$ cat src/sv/b64sd_pkg.sv
// shared types, constants and the character map of the base64 stream decoder
package b64sd_pkg;

	localparam int unsigned GROUP_FIFO_DEPTH = 4;
	localparam int unsigned GROUP_BYTES      = 3;

	localparam logic [7:0] CHAR_PAD   = 8'h3D;
	localparam logic [7:0] CHAR_UPPER_A = 8'h41;
	localparam logic [7:0] CHAR_UPPER_Z = 8'h5A;
	localparam logic [7:0] CHAR_LOWER_A = 8'h61;
	localparam logic [7:0] CHAR_LOWER_Z = 8'h7A;
	localparam logic [7:0] CHAR_DIGIT_0 = 8'h30;
	localparam logic [7:0] CHAR_DIGIT_9 = 8'h39;
	localparam logic [7:0] CHAR_PLUS  = 8'h2B;
	localparam logic [7:0] CHAR_SLASH = 8'h2F;

	localparam logic [5:0] SEXTET_LOWER_BASE = 6'h1A;
	localparam logic [5:0] SEXTET_DIGIT_BASE = 6'h34;
	localparam logic [5:0] SEXTET_PLUS       = 6'h3E;
	localparam logic [5:0] SEXTET_SLASH      = 6'h3F;

	typedef struct packed {
		logic [7:0] char_in;
		logic       last_char;
	} b64sd_in_t;

	typedef struct packed {
		logic [7:0] data_byte;
		logic       byte_valid;
		logic       message_end;
		logic       decode_error;
	} b64sd_out_t;

	// up to three decoded bytes released by one character, plus end marks
	typedef struct packed {
		logic [GROUP_BYTES-1:0][7:0] bytes;
		logic [1:0]                  count;
		logic                        msg_end;
		logic                        err;
	} b64sd_group_t;

	typedef struct packed {
		logic       ok;
		logic [5:0] value;
	} b64sd_sextet_t;

	function automatic b64sd_sextet_t map_char(input logic [7:0] c);
		b64sd_sextet_t s;
		s.ok    = 1'b1;
		s.value = 6'd0;
		if (c >= CHAR_UPPER_A && c <= CHAR_UPPER_Z) begin
			s.value = 6'(c - CHAR_UPPER_A);
		end else if (c >= CHAR_LOWER_A && c <= CHAR_LOWER_Z) begin
			s.value = 6'(c - CHAR_LOWER_A) + SEXTET_LOWER_BASE;
		end else if (c >= CHAR_DIGIT_0 && c <= CHAR_DIGIT_9) begin
			s.value = 6'(c - CHAR_DIGIT_0) + SEXTET_DIGIT_BASE;
		end else if (c == CHAR_PLUS) begin
			s.value = SEXTET_PLUS;
		end else if (c == CHAR_SLASH) begin
			s.value = SEXTET_SLASH;
		end else begin
			s.ok = 1'b0;
		end
		return s;
	endfunction

endpackage

$ cat src/sv/b64sd_front.sv
// front end: accepts characters, maps them to sextets and forms byte groups
module b64sd_front (
	input  logic                    clk,
	input  logic                    arst_n,
	input  logic                    push,
	input  b64sd_pkg::b64sd_in_t    char_item,
	input  logic                    fifo_full,
	output logic                    grp_push,
	output b64sd_pkg::b64sd_group_t grp
);
	import b64sd_pkg::*;

	logic [17:0]   accum_q, accum_n;
	logic [1:0]    held_q, held_n;
	logic          pad_q, pad_n;
	logic          err_q, err_n;
	logic          accept;
	b64sd_sextet_t sx;
	logic [23:0]   word;

	assign accept = push && !fifo_full;
	assign sx     = map_char(char_item.char_in);
	assign word   = {accum_q, sx.value};

	always_comb begin
		accum_n = accum_q;
		held_n  = held_q;
		pad_n   = pad_q;
		err_n   = err_q;
		grp     = '0;
		if (accept) begin
			if (!pad_q && !err_q) begin
				if (char_item.char_in == CHAR_PAD) begin
					pad_n = 1'b1;
				end else if (!sx.ok) begin
					err_n = 1'b1;
				end else if (held_q == 2'd3) begin
					grp.bytes[0] = word[23:16];
					grp.bytes[1] = word[15:8];
					grp.bytes[2] = word[7:0];
					grp.count    = 2'd3;
					accum_n      = '0;
					held_n       = '0;
				end else begin
					accum_n = {accum_q[11:0], sx.value};
					held_n  = held_q + 2'd1;
				end
			end
			if (char_item.last_char) begin
				// flush of leftover characters, nothing on an error
				if (!err_n) begin
					case (held_n)
						2'd2: begin
							grp.bytes[0] = accum_n[11:4];
							grp.count    = 2'd1;
						end
						2'd3: begin
							grp.bytes[0] = accum_n[17:10];
							grp.bytes[1] = accum_n[9:2];
							grp.count    = 2'd2;
						end
						default: ;
					endcase
				end
				grp.msg_end = 1'b1;
				grp.err     = err_n;
				accum_n     = '0;
				held_n      = '0;
				pad_n       = 1'b0;
				err_n       = 1'b0;
			end
		end
	end

	assign grp_push = accept && ((grp.count != 2'd0) || char_item.last_char);

	always_ff @(posedge clk or negedge arst_n) begin
		if (!arst_n) begin
			accum_q <= '0;
			held_q  <= '0;
			pad_q   <= 1'b0;
			err_q   <= 1'b0;
		end else begin
			accum_q <= accum_n;
			held_q  <= held_n;
			pad_q   <= pad_n;
			err_q   <= err_n;
		end
	end

	a_last_clears: assert property (@(posedge clk) disable iff (!arst_n)
		accept && char_item.last_char |=> held_q == 2'd0 && !pad_q && !err_q)
		else $error("state not cleared after last character");

	a_no_push_full: assert property (@(posedge clk) disable iff (!arst_n)
		grp_push |-> !fifo_full)
		else $error("group pushed into full queue");

	a_flush_bounded: assert property (@(posedge clk) disable iff (!arst_n)
		grp_push && grp.err |-> grp.msg_end && grp.count == 2'd0)
		else $error("bytes released on an errored message end");

endmodule

$ cat src/sv/b64sd_fifo.sv
// short register queue of byte groups between front and back
module b64sd_fifo #(
	parameter int unsigned DEPTH = b64sd_pkg::GROUP_FIFO_DEPTH
) (
	input  logic                    clk,
	input  logic                    arst_n,
	input  logic                    push,
	input  b64sd_pkg::b64sd_group_t wr_data,
	output logic                    full,
	input  logic                    pop,
	output b64sd_pkg::b64sd_group_t rd_data,
	output logic                    empty
);
	import b64sd_pkg::*;

	localparam int unsigned PW = (DEPTH > 1) ? $clog2(DEPTH) : 1;
	localparam int unsigned CW = $clog2(DEPTH + 1);
	localparam logic [PW-1:0] PTR_LAST = PW'(DEPTH - 1);
	localparam logic [CW-1:0] CNT_FULL = CW'(DEPTH);

	b64sd_group_t  mem_q [DEPTH];
	logic [PW-1:0] wr_ptr_q, rd_ptr_q;
	logic [CW-1:0] count_q;
	logic          do_push, do_pop;

	assign full    = (count_q == CNT_FULL);
	assign empty   = (count_q == '0);
	assign do_push = push && !full;
	assign do_pop  = pop && !empty;
	assign rd_data = mem_q[rd_ptr_q];

	always_ff @(posedge clk) begin
		if (do_push) begin
			mem_q[wr_ptr_q] <= wr_data;
		end
	end

	always_ff @(posedge clk or negedge arst_n) begin
		if (!arst_n) begin
			wr_ptr_q <= '0;
			rd_ptr_q <= '0;
			count_q  <= '0;
		end else begin
			if (do_push) begin
				wr_ptr_q <= (wr_ptr_q == PTR_LAST) ? '0 : wr_ptr_q + PW'(1);
			end
			if (do_pop) begin
				rd_ptr_q <= (rd_ptr_q == PTR_LAST) ? '0 : rd_ptr_q + PW'(1);
			end
			case ({do_push, do_pop})
				2'b10:   count_q <= count_q + CW'(1);
				2'b01:   count_q <= count_q - CW'(1);
				default: count_q <= count_q;
			endcase
		end
	end

	a_count_bound: assert property (@(posedge clk) disable iff (!arst_n)
		count_q <= CNT_FULL)
		else $error("queue count overrun");

	a_no_pop_empty: assert property (@(posedge clk) disable iff (!arst_n)
		!(pop && empty))
		else $error("pop from empty queue");

	a_count_tracks: assert property (@(posedge clk) disable iff (!arst_n)
		do_push && !do_pop |=> count_q == $past(count_q) + CW'(1))
		else $error("queue count missed a push");

endmodule

$ cat src/sv/b64sd_back.sv
// back end: takes byte groups from the queue and hands out one result per transfer
module b64sd_back (
	input  logic                    clk,
	input  logic                    arst_n,
	input  logic                    fifo_empty,
	input  b64sd_pkg::b64sd_group_t fifo_data,
	output logic                    fifo_pop,
	input  logic                    pop,
	output logic                    empty,
	output b64sd_pkg::b64sd_out_t   result
);
	import b64sd_pkg::*;

	b64sd_group_t grp_q;
	logic         grp_v_q;
	logic [1:0]   idx_q;
	b64sd_out_t   out_q;
	logic         out_v_q;

	logic         load;
	logic         grp_done;
	logic [1:0]   last_idx;
	b64sd_out_t   next_out;

	// a group with no byte still gives one result carrying the end mark
	assign last_idx = (grp_q.count == 2'd0) ? 2'd0 : grp_q.count - 2'd1;
	assign load     = !out_v_q || pop;
	assign grp_done = grp_v_q && load && (idx_q == last_idx);
	assign fifo_pop = !fifo_empty && (!grp_v_q || grp_done);

	always_comb begin
		next_out = '0;
		if (grp_q.count != 2'd0) begin
			next_out.byte_valid = 1'b1;
			case (idx_q)
				2'd0:    next_out.data_byte = grp_q.bytes[0];
				2'd1:    next_out.data_byte = grp_q.bytes[1];
				default: next_out.data_byte = grp_q.bytes[2];
			endcase
		end
		if (idx_q == last_idx) begin
			next_out.message_end  = grp_q.msg_end;
			next_out.decode_error = grp_q.msg_end && grp_q.err;
		end
	end

	always_ff @(posedge clk) begin
		if (fifo_pop) begin
			grp_q <= fifo_data;
		end
		if (load && grp_v_q) begin
			out_q <= next_out;
		end
	end

	always_ff @(posedge clk or negedge arst_n) begin
		if (!arst_n) begin
			grp_v_q <= 1'b0;
			idx_q   <= '0;
			out_v_q <= 1'b0;
		end else begin
			if (load) begin
				out_v_q <= grp_v_q;
			end
			if (fifo_pop) begin
				grp_v_q <= 1'b1;
				idx_q   <= '0;
			end else if (grp_done) begin
				grp_v_q <= 1'b0;
				idx_q   <= '0;
			end else if (grp_v_q && load) begin
				idx_q <= idx_q + 2'd1;
			end
		end
	end

	assign empty  = !out_v_q;
	assign result = out_q;

	a_error_on_end: assert property (@(posedge clk) disable iff (!arst_n)
		!empty && result.decode_error |-> result.message_end)
		else $error("error flag without message end");

	a_empty_zero: assert property (@(posedge clk) disable iff (!arst_n)
		!empty && !result.byte_valid |-> result.data_byte == 8'd0 && result.message_end)
		else $error("byteless result not a clean end mark");

	a_idx_bound: assert property (@(posedge clk) disable iff (!arst_n)
		grp_v_q |-> idx_q <= last_idx)
		else $error("byte index past group");

endmodule

$ cat src/sv/base64_stream_decoder.sv
// top level of the streaming base64 decoder
//
// usage
//   input channel: one character per transfer (push / full), with last_char
//   marking the final character of a message; a transfer happens when push is
//   high and full is low
//   result channel: one decoded byte per transfer (empty / pop); the oldest
//   result sits on the result port while empty is low and leaves on pop
//   every fourth alphabet character yields three results, the last character
//   flushes one or two leftover bytes; the final result of a message carries
//   message_end and decode_error; after an error no more bytes are released
//   a last character that releases no byte yields one result with byte_valid low
// timing
//   one character per cycle is accepted unless full is high; its results are
//   registered in group and output registers; the back end gives one byte per
//   cycle while pop is high; a FIFO_DEPTH-entry queue absorbs three-byte bursts
// reset and stall
//   arst_n clears decoder state, queue count and output valid flag at once
//   when the receiver stops popping, the output register holds, the queue
//   fills and full rises; no character or result is ever dropped
module base64_stream_decoder #(
	parameter int unsigned FIFO_DEPTH = b64sd_pkg::GROUP_FIFO_DEPTH
) (
	input  logic                  clk,
	input  logic                  arst_n,
	input  logic                  push,
	output logic                  full,
	input  b64sd_pkg::b64sd_in_t  char_item,
	output logic                  empty,
	input  logic                  pop,
	output b64sd_pkg::b64sd_out_t result
);
	import b64sd_pkg::*;

	// groups handed from the classifying front end to the queue
	logic         grp_push;
	b64sd_group_t grp_wr;

	// queue head seen by the back end
	logic         q_pop;
	logic         q_empty;
	b64sd_group_t grp_rd;

	b64sd_front u_front (
		.clk       (clk),
		.arst_n    (arst_n),
		.push      (push),
		.char_item (char_item),
		.fifo_full (full),
		.grp_push  (grp_push),
		.grp       (grp_wr)
	);

	b64sd_fifo #(
		.DEPTH (FIFO_DEPTH)
	) u_fifo (
		.clk     (clk),
		.arst_n  (arst_n),
		.push    (grp_push),
		.wr_data (grp_wr),
		.full    (full),
		.pop     (q_pop),
		.rd_data (grp_rd),
		.empty   (q_empty)
	);

	// back end serializes each group into single-byte transfers
	b64sd_back u_back (
		.clk        (clk),
		.arst_n     (arst_n),
		.fifo_empty (q_empty),
		.fifo_data  (grp_rd),
		.fifo_pop   (q_pop),
		.pop        (pop),
		.empty      (empty),
		.result     (result)
	);

endmodule

$ cat config.mk
export PLATFORM = sky130hd
export DESIGN_NAME = base64_stream_decoder
export DESIGN_NICKNAME = d
export VERILOG_FILES = /design/src/sv/b64sd_pkg.sv /design/src/sv/b64sd_front.sv /design/src/sv/b64sd_fifo.sv /design/src/sv/b64sd_back.sv /design/src/sv/base64_stream_decoder.sv
export SDC_FILE = /design/constraint.sdc
export NUM_CORES = 1
export LEC_CHECK = 0
export BUFFER_PORTS_ARGS = -buffer_cell sky130_fd_sc_hd__buf_2
export CORE_MARGIN = 2
export CORE_UTILIZATION = 42
export DETAILED_ROUTE_END_ITERATION = 12
export GPL_ROUTABILITY_DRIVEN = 1
export MAX_ROUTING_LAYER = met4
export SLEW_MARGIN = 5
export SYNTH_ARGS = -nofsm -noshare
export SYNTH_HDL_FRONTEND = slang
export SYNTH_SLANG_ARGS = --single-unit
$ cat constraint.sdc
create_clock -name clk -period 9.66 [get_ports clk]
set_clock_uncertainty 0.1 [all_clocks]
set_input_delay 0.483 -clock clk [delete_from_list [all_inputs] [get_ports clk]]
set_output_delay 0.483 -clock clk [all_outputs]
set_load 0.01 [all_outputs]
==> results of run 1 <==
[per-layer routing]
| layer | wire length (microns) | track usage | vias up |
|---|---|---|---|
| li1 | - | - | 2194 |
| met1 | 7760 | 0.243 | 2407 |
| met2 | 7910 | 0.271 | 115 |
| met3 | 683 | 0.0397 | 20 |
| met4 | 296 | 0.0573 | 0 |
| met5 | 0 | - | - |
[cells in the final DEF (no fill, tap or decap), drive strengths merged, types with 6 or more instances in the layout]
cell,count
nor3,9
a22o,14
clkbuf,17
nand2b,7
ha,18
o21ai,35
a22oi,15
a21oi,23
nand2,46
mux2i,7
edfxtp,151
nor2,28
and2,18
a221oi,7
mux4,28
buf,34
inv,25
dfrtp,33
nand3,7
clkinv,6
[sequential cells by signal, indices dropped and copies added (netlist names), 2 cells and up]
| signal | cells |
|---|---|
| u_back.grp_q | 28 |
| u_back.idx_q | 2 |
| u_back.result | 11 |
| u_fifo.count_q | 3 |
| u_fifo.mem_q | 112 |
| u_fifo.rd_ptr_q | 2 |
| u_fifo.wr_ptr_q | 2 |
| u_front.accum_q | 18 |
| u_front.held_q | 2 |
[power groups by stage]
stage / sequential [mW] / clock (mW) / combinational, mW
after floorplan: 1.10 / 0 / 0.381
after global placement: 1.13 / 0 / 0.497
after detailed placement: 1.14 / 0 / 0.507
after CTS: 1.12 / 0.667 / 0.509
after global routing: 1.14 / 0.699 / 0.558
final: 1.12 / 0.653 / 0.502
[cell families after synthesis]
logic type / after synthesis
buffers and inverters: 39
and+or+nand+nor: 135
AOI/OAI and AO/OA: 127
DFF: 184
xor gates and xnor gates: 5
muxes: 38
adders and majority gates: 19
[worst paths after layout]
kind / from / to / slack [ns] / cells past startpoint
min in group clk: char_item[0] / u_front.accum_q[17]$_DFFE_PN0P_ / 0.36 / 2
worst min-delay path: arst_n / u_back.grp_v_q$_DFFE_PN0P_ / 0.04 / 1
max in group asynchronous: arst_n / u_fifo.rd_ptr_q[0]$_DFFE_PN0P_ / 8.88 / 1
worst min register to register: u_fifo.count_q[2]$_DFFE_PN0P_ / u_fifo.count_q[2]$_DFFE_PN0P_ / 0.40 / 1
worst max-delay path: char_item[3] / u_fifo.count_q[2]$_DFFE_PN0P_ / 6.24 / 15
worst max register to register: u_front.held_q[0]$_DFFE_PN0P_ / u_fifo.mem_q[2][2]$_DFFE_PP_ / 6.51 / 7
[metrics by stage]
| step | util | worst slack, ns | instances | hold slack, ns |
|---|---|---|---|---|
| 5_1_grt | 0.477 | 5.95 | 858 | 0.0865 |
| 3_5_place_dp | 0.448 | 5.82 | 826 | 0.384 |
| 4_1_cts | 0.477 | 6.26 | 858 | 0.0535 |
| 3_3_place_gp | 0.448 | 5.91 | 826 | 0.375 |
| 2_1_floorplan | - | 5.76 | 547 | 0.0874 |
| 6_report | 0.477 | 6.24 | 858 | 0.0353 |
[final cells by class]
cell class                 instances  area [sq um]  share of cell area
multi-input combinational        324          2700               0.293
clock buffer                      17           425              0.0462
inverter                          19          71.3             0.00774
timing repair buffer              34           193              0.0209
tap                              265           332              0.0360
clock inverter                    15           138              0.0149
sequential                       184          5360               0.582
==> impl_metrics.csv, run 1 <==
group,metric,value,unit
cells_and_area,nets,612,
setup_path,cp-start-kind,"primary input",
cts,clock_latency,0.43,ns
sta,tightest_slew,1.02,ns
grt,grt_max_degree,34,
routing,drt_wl_total,16.7,mm
setup_path,crit_family,"compound AO/OA/AOI/OAI gates",
yosys,synth_xor_area_frac,0.00533,
yosys,synth_top_family_by_area,"compound AO/OA/AOI/OAI gates",
cts,hold_buffers,0,
yosys,synth-edff-count,151,
power_and_ir_drop,pwr-share-seq,0.492,
yosys,yosysMostFrequentCell,"edfxtp_1",
power_and_ir_drop,pwr-share-clk,0.287,
routing,vias,4736,
floorplanning,core,19300,sq um
yosys,seq_area_frac_synth,0.652,
sta,fmax,292,MHz
grt,grt_util_all_layers,0.179,
power_and_ir_drop,swShare,0.302,
grt,grt_pass1_vias,4749,
floorplanning,pin_count,26,
yosys,synthTopCellsByArea,"edfxtp_1 55%, dfrtp_1 10%, mux4_2 7.7%",
cells_and_area,drive_gt1_frac,0.214,
yosys,synth-adder-area-share,0.0298,
setup_path,endpoint_kind,"flop",
sta,final.setup.tns,0,ns
yosys,ys_types,67,
job,maxCapViolations,0,
power_and_ir_drop,power_density,246,nW/um^2
yosys,synth_compound_area_frac,0.118,
yosys,ys.flop_type,"edfxtp_1",
sta,rsz0062_at_grt,"no",
routing,detail-route-antenna-nets,0,
outcome,status,"finished clean",
sta,slew_viol_final,0,
power_and_ir_drop,p_leak,3.26,nW
sta,period_needed,3.42,ns
setup_path,path_buf_inv,4,
placement,dp_hpwl,11.3,mm
yosys,synth_top_area_frac,0.552,
yosys,synth.avg_cell_area,15.0,sq um
floorplanning,die_area,20700,sq um
floorplanning,die_w,144,microns
setup_path,crit_fanout,9,
routing,dr.pass1.iters,5,
yosys,syn_inst,547,
cts,ctsResizeCount,0,
yosys,synthArstFlopShare,0.179,
yosys,syn-num-nets,579,
floorplanning,rows,51,
cts,tritoncts,"done",
yosys,synthMuxAreaShare,0.0893,
power_and_ir_drop,p_int,1.59,mW
grt,grt_pass1_wl,26.8,mm
cells_and_area,antenna_cells,0,
setup_path,critPathKind,"primary input to flop",
placement,dpl_cell_area,8650,sq um
cts,clock_path_buffers,2,
cells_and_area,syn2layout_area_growth,12.1,%
yosys,synth_common_cells,"151 x edfxtp_1, 46 x nand2_1, 33 x dfrtp_1",
power_and_ir_drop,power.total,2.27,mW
cts,cts_inserted_buffers,17,
yosys,yosysWarnings,0,
sta,final_hold_viol_count,0,
min_path,hold_path_class,"primary input to async pin",
sta,slew_headroom,0.320,
power_and_ir_drop,switching_power,0.686,mW
power_and_ir_drop,combPwrFrac,0.221,
setup_path,required,9.91,ns
sta,finalSetupViolCount,0,
cells_and_area,final_area,9220,sq um
setup_path,cp_common_cell,"inv_1",
placement,place_congestion,0.942,
yosys,ys_ff_latch,184,
cts,root_buffer,"clkbuf_16",
cts,h-tree-depth,4,
power_and_ir_drop,irDropWorstVdd,0.122,mV
cts,cts_setup_buffers,0,
grt,grt_overflow_total,0,
floorplanning,initial_core_util,0.425,
setup_path,cp_slowest_stage_delay,0.53,ns
yosys,yosys.area_share.simple,0.0849,
yosys,yosysTopAreaCell,"edfxtp_1",
routing,drtIter0Drc,536,
routing,detail_route.drc_violations,0,
setup_path,cp_slowest_cell,"o211ai_1",
floorplanning,die_y,144,microns
routing,post_drt_via_cell_ratio,5.52,
grt,grt_antenna_before_repair,0,
cts,clkSinkCount,184,
cts,cts.clk_slew.worst_paths,0.07,ns
cells_and_area,nFillCells,1671,
setup_path,crit_chain,"buf_2, inv_1, ha_1, a21o_1, o311a_1, o22ai_4, o211ai_1, nand2_1, inv_1, ha_1, inv_1, fa_1, xor2_1, nor2_1, xor2_1",
routing,wl_per_cell,19.4,microns
setup_path,arrival,3.67,ns
yosys,synth.cell_area,8220,sq um
placement,numPortBuffers,25,
sta,fin_crit_sh,0.354,
(Power assumes the default switching activity.)
==> inputs of run 2 (changes only) <==
--- a/config.mk
+++ b/config.mk
@@ -5,6 +5,7 @@
 export SDC_FILE = /design/constraint.sdc
 export NUM_CORES = 1
 export LEC_CHECK = 0
+export ABC_AREA = 1
 export BUFFER_PORTS_ARGS = -buffer_cell sky130_fd_sc_hd__buf_2
 export CORE_MARGIN = 2
 export CORE_UTILIZATION = 42
==> constraint.sdc (replaced) <==
create_clock -name clk -period 3.4 [get_ports clk]
set_clock_uncertainty 0.1 [all_clocks]
set_input_delay 0.17 -clock clk [delete_from_list [all_inputs] [get_ports clk]]
set_output_delay 0.17 -clock clk [all_outputs]
set_load 0.01 [all_outputs]
==> impl_metrics.csv, run 2 <==
group,metric,value,unit
grt,use_met2,0.277,
sta,fmax,374,MHz
floorplanning,core,20100,sq um
setup_path,reg2reg_from,"u_back.idx_q[1]$_DFFE_PN0P_",
cells_and_area,drive_gt1_frac,0.136,
sta,slew_viol_final,0,
cts,root_buffer,"clkbuf_16",
outcome,status,"finished clean",
cells_and_area,nets,875,
setup_path,arrival,2.89,ns
setup_path,endpoint_kind,"flop",
yosys,seq_area_frac_synth,0.628,
yosys,yosysWarnings,0,
floorplanning,die_y,147,microns
sta,slew_headroom,0.439,
cts,cts_inserted_buffers,17,
cts,cts_setup_buffers,0,
cts,clock_path_buffers,2,
sta,final_hold_viol_count,0,
placement,numPortBuffers,25,
setup_path,worstReg2RegEnd,"u_fifo.count_q[2]$_DFFE_PN0P_",
sta,fin_ws,0.725,ns
power_and_ir_drop,swShare,0.359,
sta,hold_slack,0.0791,ns
setup_path,cp-start-kind,"primary input",
cells_and_area,antenna_cells,0,
sta,tightest_slew,0.842,ns
yosys,synthArstFlopShare,0.179,
floorplanning,die_area,21500,sq um
min_path,hold_path_class,"primary input to flop",
cts,clkSinkCount,184,
grt,use_met3,0.0353,
power_and_ir_drop,p_leak,3.63,nW
setup_path,ff2ff_path_depth,14,
grt,grt_overflow_total,0,
cells_and_area,reg_top3,"u_fifo.mem_q: 112 flops, u_back.grp_q: 28 flops, u_front.accum_q: 18 flops",
routing,detail-route-antenna-nets,0,
grt,grt_pass1_wl,29.9,mm
sta,rsz0062_at_grt,"no",
routing,dr.pass1.iters,5,
yosys,ys.flop_type,"edfxtp_1",
routing,drt_wl_total,18.5,mm
power_and_ir_drop,pwr-share-clk,0.243,
floorplanning,die_w,147,microns
cts,tritoncts,"done",
min_path,hold_end,"u_front.err_q$_DFFE_PN0P_",
power_and_ir_drop,power_density,800,nW/um^2
sta,fin_crit_sh,0.787,
grt,grt_util_all_layers,0.187,
min_path,min_from,"push",
placement,dp_hpwl,12.4,mm
setup_path,r2r_slack,0.76,ns
placement,dpl_cell_area,9040,sq um
power_and_ir_drop,pwr-share-seq,0.424,
yosys,ys_ff_latch,184,
power_and_ir_drop,power.total,7.70,mW
grt,grt_pass1_vias,5475,
cells_and_area,final_common_cell,"edfxtp_1",
cells_and_area,layout.cells.non_filler,1126,
power_and_ir_drop,switching_power,2.76,mW
setup_path,critPathKind,"primary input to flop",
placement,dp_slack,0.255,ns
min_path,hold_path_depth,4,
setup_path,crit_fanout,10,
sta,period_needed,2.67,ns
routing,wl_per_cell,16.4,microns
cells_and_area,nFillCells,1829,
routing,post_drt_via_cell_ratio,5.19,
grt,use_met1,0.257,
floorplanning,pin_count,26,
yosys,synth.avg_cell_area,10.5,sq um
routing,vias,5843,
sta,finalSetupViolCount,0,
cts,cts.clk_slew.worst_paths,0.07,ns
routing,drtIter0Drc,414,
cts,ctsResizeCount,0,
power_and_ir_drop,irDropWorstVdd,0.404,mV
routing,detail_route.drc_violations,0,
cts,clock_latency,0.43,ns
placement,placedCellCount,1092,
grt,grt_antenna_before_repair,0,
floorplanning,initial_core_util,0.425,
cells_and_area,final_util,0.479,
yosys,synthTopCellsByArea,"edfxtp_1 53%, dfrtp_1 9.7%, nand2_1 5.5%",
floorplanning,rows,52,
yosys,synth_common_cells,"151 x edfxtp_1, 124 x nand2_1, 112 x nor2_1",
grt,grt_max_degree,59,
yosys,synth-edff-count,151,
cts,h-tree-depth,4,
setup_path,required,3.61,ns
cells_and_area,largest_reg_flops,112,
cells_and_area,final_cell_mix,"151 x edfxtp_1, 124 x nand2_1, 107 x nor2_1",
cells_and_area,top_register,"u_fifo.mem_q",
yosys,syn-num-nets,843,
yosys,syn_inst,811,
power_and_ir_drop,combPwrFrac,0.333,
yosys,yosysMostFrequentCell,"edfxtp_1",
cts,hold_buffers,2,
power_and_ir_drop,p_int,4.93,mW
yosys,yosysTopAreaCell,"edfxtp_1",
sta,final.setup.tns,0,ns
yosys,synth.cell_area,8540,sq um
cells_and_area,final_area,9620,sq um
grt,top_usage_layer,"met2",
yosys,ys_types,42,
placement,place_congestion,0.876,
cells_and_area,syn2layout_area_growth,12.7,%
yosys,synth_top_area_frac,0.531,
job,maxCapViolations,0,
## run 2: cell count changes after synthesis, moves of 10 or more
cell | previous run | this run
nor2_1 | 27 | 112
nand2_1 | 46 | 124
o21ai_0 | 32 | 88
inv_1 | 19 | 72
o22ai_1 | 2 | 46
mux4_2 | 28 | 0
and2_1 | 17 | 0
clkbuf_1 | 7 | 23
nand3_1 | 7 | 23
a22oi_1 | 15 | 0
o21ai_1 | 1 | 16
inv_2 | 0 | 12
a22o_1 | 10 | 0
## run 2: cells by family after synthesis
logic type | share of synthesized area
AO/OA/AOI/OAI | 0.123
XOR/XNOR | 0.0103
flip-flops | 0.628
buffers and inverters | 0.0547
adder cells (fa/ha/maj) | 0.0287
AND/OR/NAND/NOR | 0.155
## run 2: worst max-delay path by stage
stage            startpoint                             to  slack (ns)  cells past startpoint
2_1_floorplan  char_item[3]   u_fifo.mem_q[3][0]$_DFFE_PP_       -0.18                     16
3_3_place_gp   char_item[3]  u_fifo.count_q[2]$_DFFE_PN0P_        0.31                     21
3_5_place_dp   char_item[3]  u_fifo.count_q[2]$_DFFE_PN0P_        0.26                     21
4_1_cts        char_item[3]  u_fifo.count_q[2]$_DFFE_PN0P_        0.72                     21
5_1_grt        char_item[3]  u_fifo.count_q[2]$_DFFE_PN0P_        0.43                     21
6_report       char_item[3]  u_fifo.count_q[2]$_DFFE_PN0P_        0.73                     21
## run 2: routing by layer
metal,up-vias,part of all wire
li1,2869,-
met1,2806,0.48
met2,142,0.46
met3,26,0.042
met4,0,0.019
met5,-,0
## run 2: power groups by stage
stage | combinational [mW] | sequential (mW) | clock (mW)
5_1_grt | 2.92 | 3.30 | 2.00
3_5_place_dp | 2.57 | 3.31 | 0
4_1_cts | 2.58 | 3.26 | 1.91
3_3_place_gp | 2.55 | 3.30 | 0
6_report | 2.56 | 3.26 | 1.87
2_1_floorplan | 1.76 | 3.31 | 0
## run 2: area by class of cell
cell class,instances,area [sq um],share of cell area
Clock buffer,17,425,0.0442
Clock inverter,15,136,0.0142
Inverter,86,325,0.0338
Multi-Input combinational cell,511,2720,0.283
Sequential cell,184,5360,0.557
Tap cell,270,338,0.0351
Timing Repair Buffer,43,315,0.0328
## run 2: critical path: stages
cell,delay (ns)
buf_2,0.15
inv_1,0.15
ha_1,0.30
nand2_1,0.08
nand2_1,0.09
nand3_1,0.07
nand2_1,0.06
nand2_1,0.08
nand2_4,0.13
nand3_4,0.17
nand2_8,0.10
inv_2,0.05
nand3_4,0.05
nand2_1,0.07
inv_2,0.15
ha_1,0.18
inv_1,0.07
fa_1,0.37
a21oi_1,0.14
o21ai_0,0.11
xor2_1,0.15
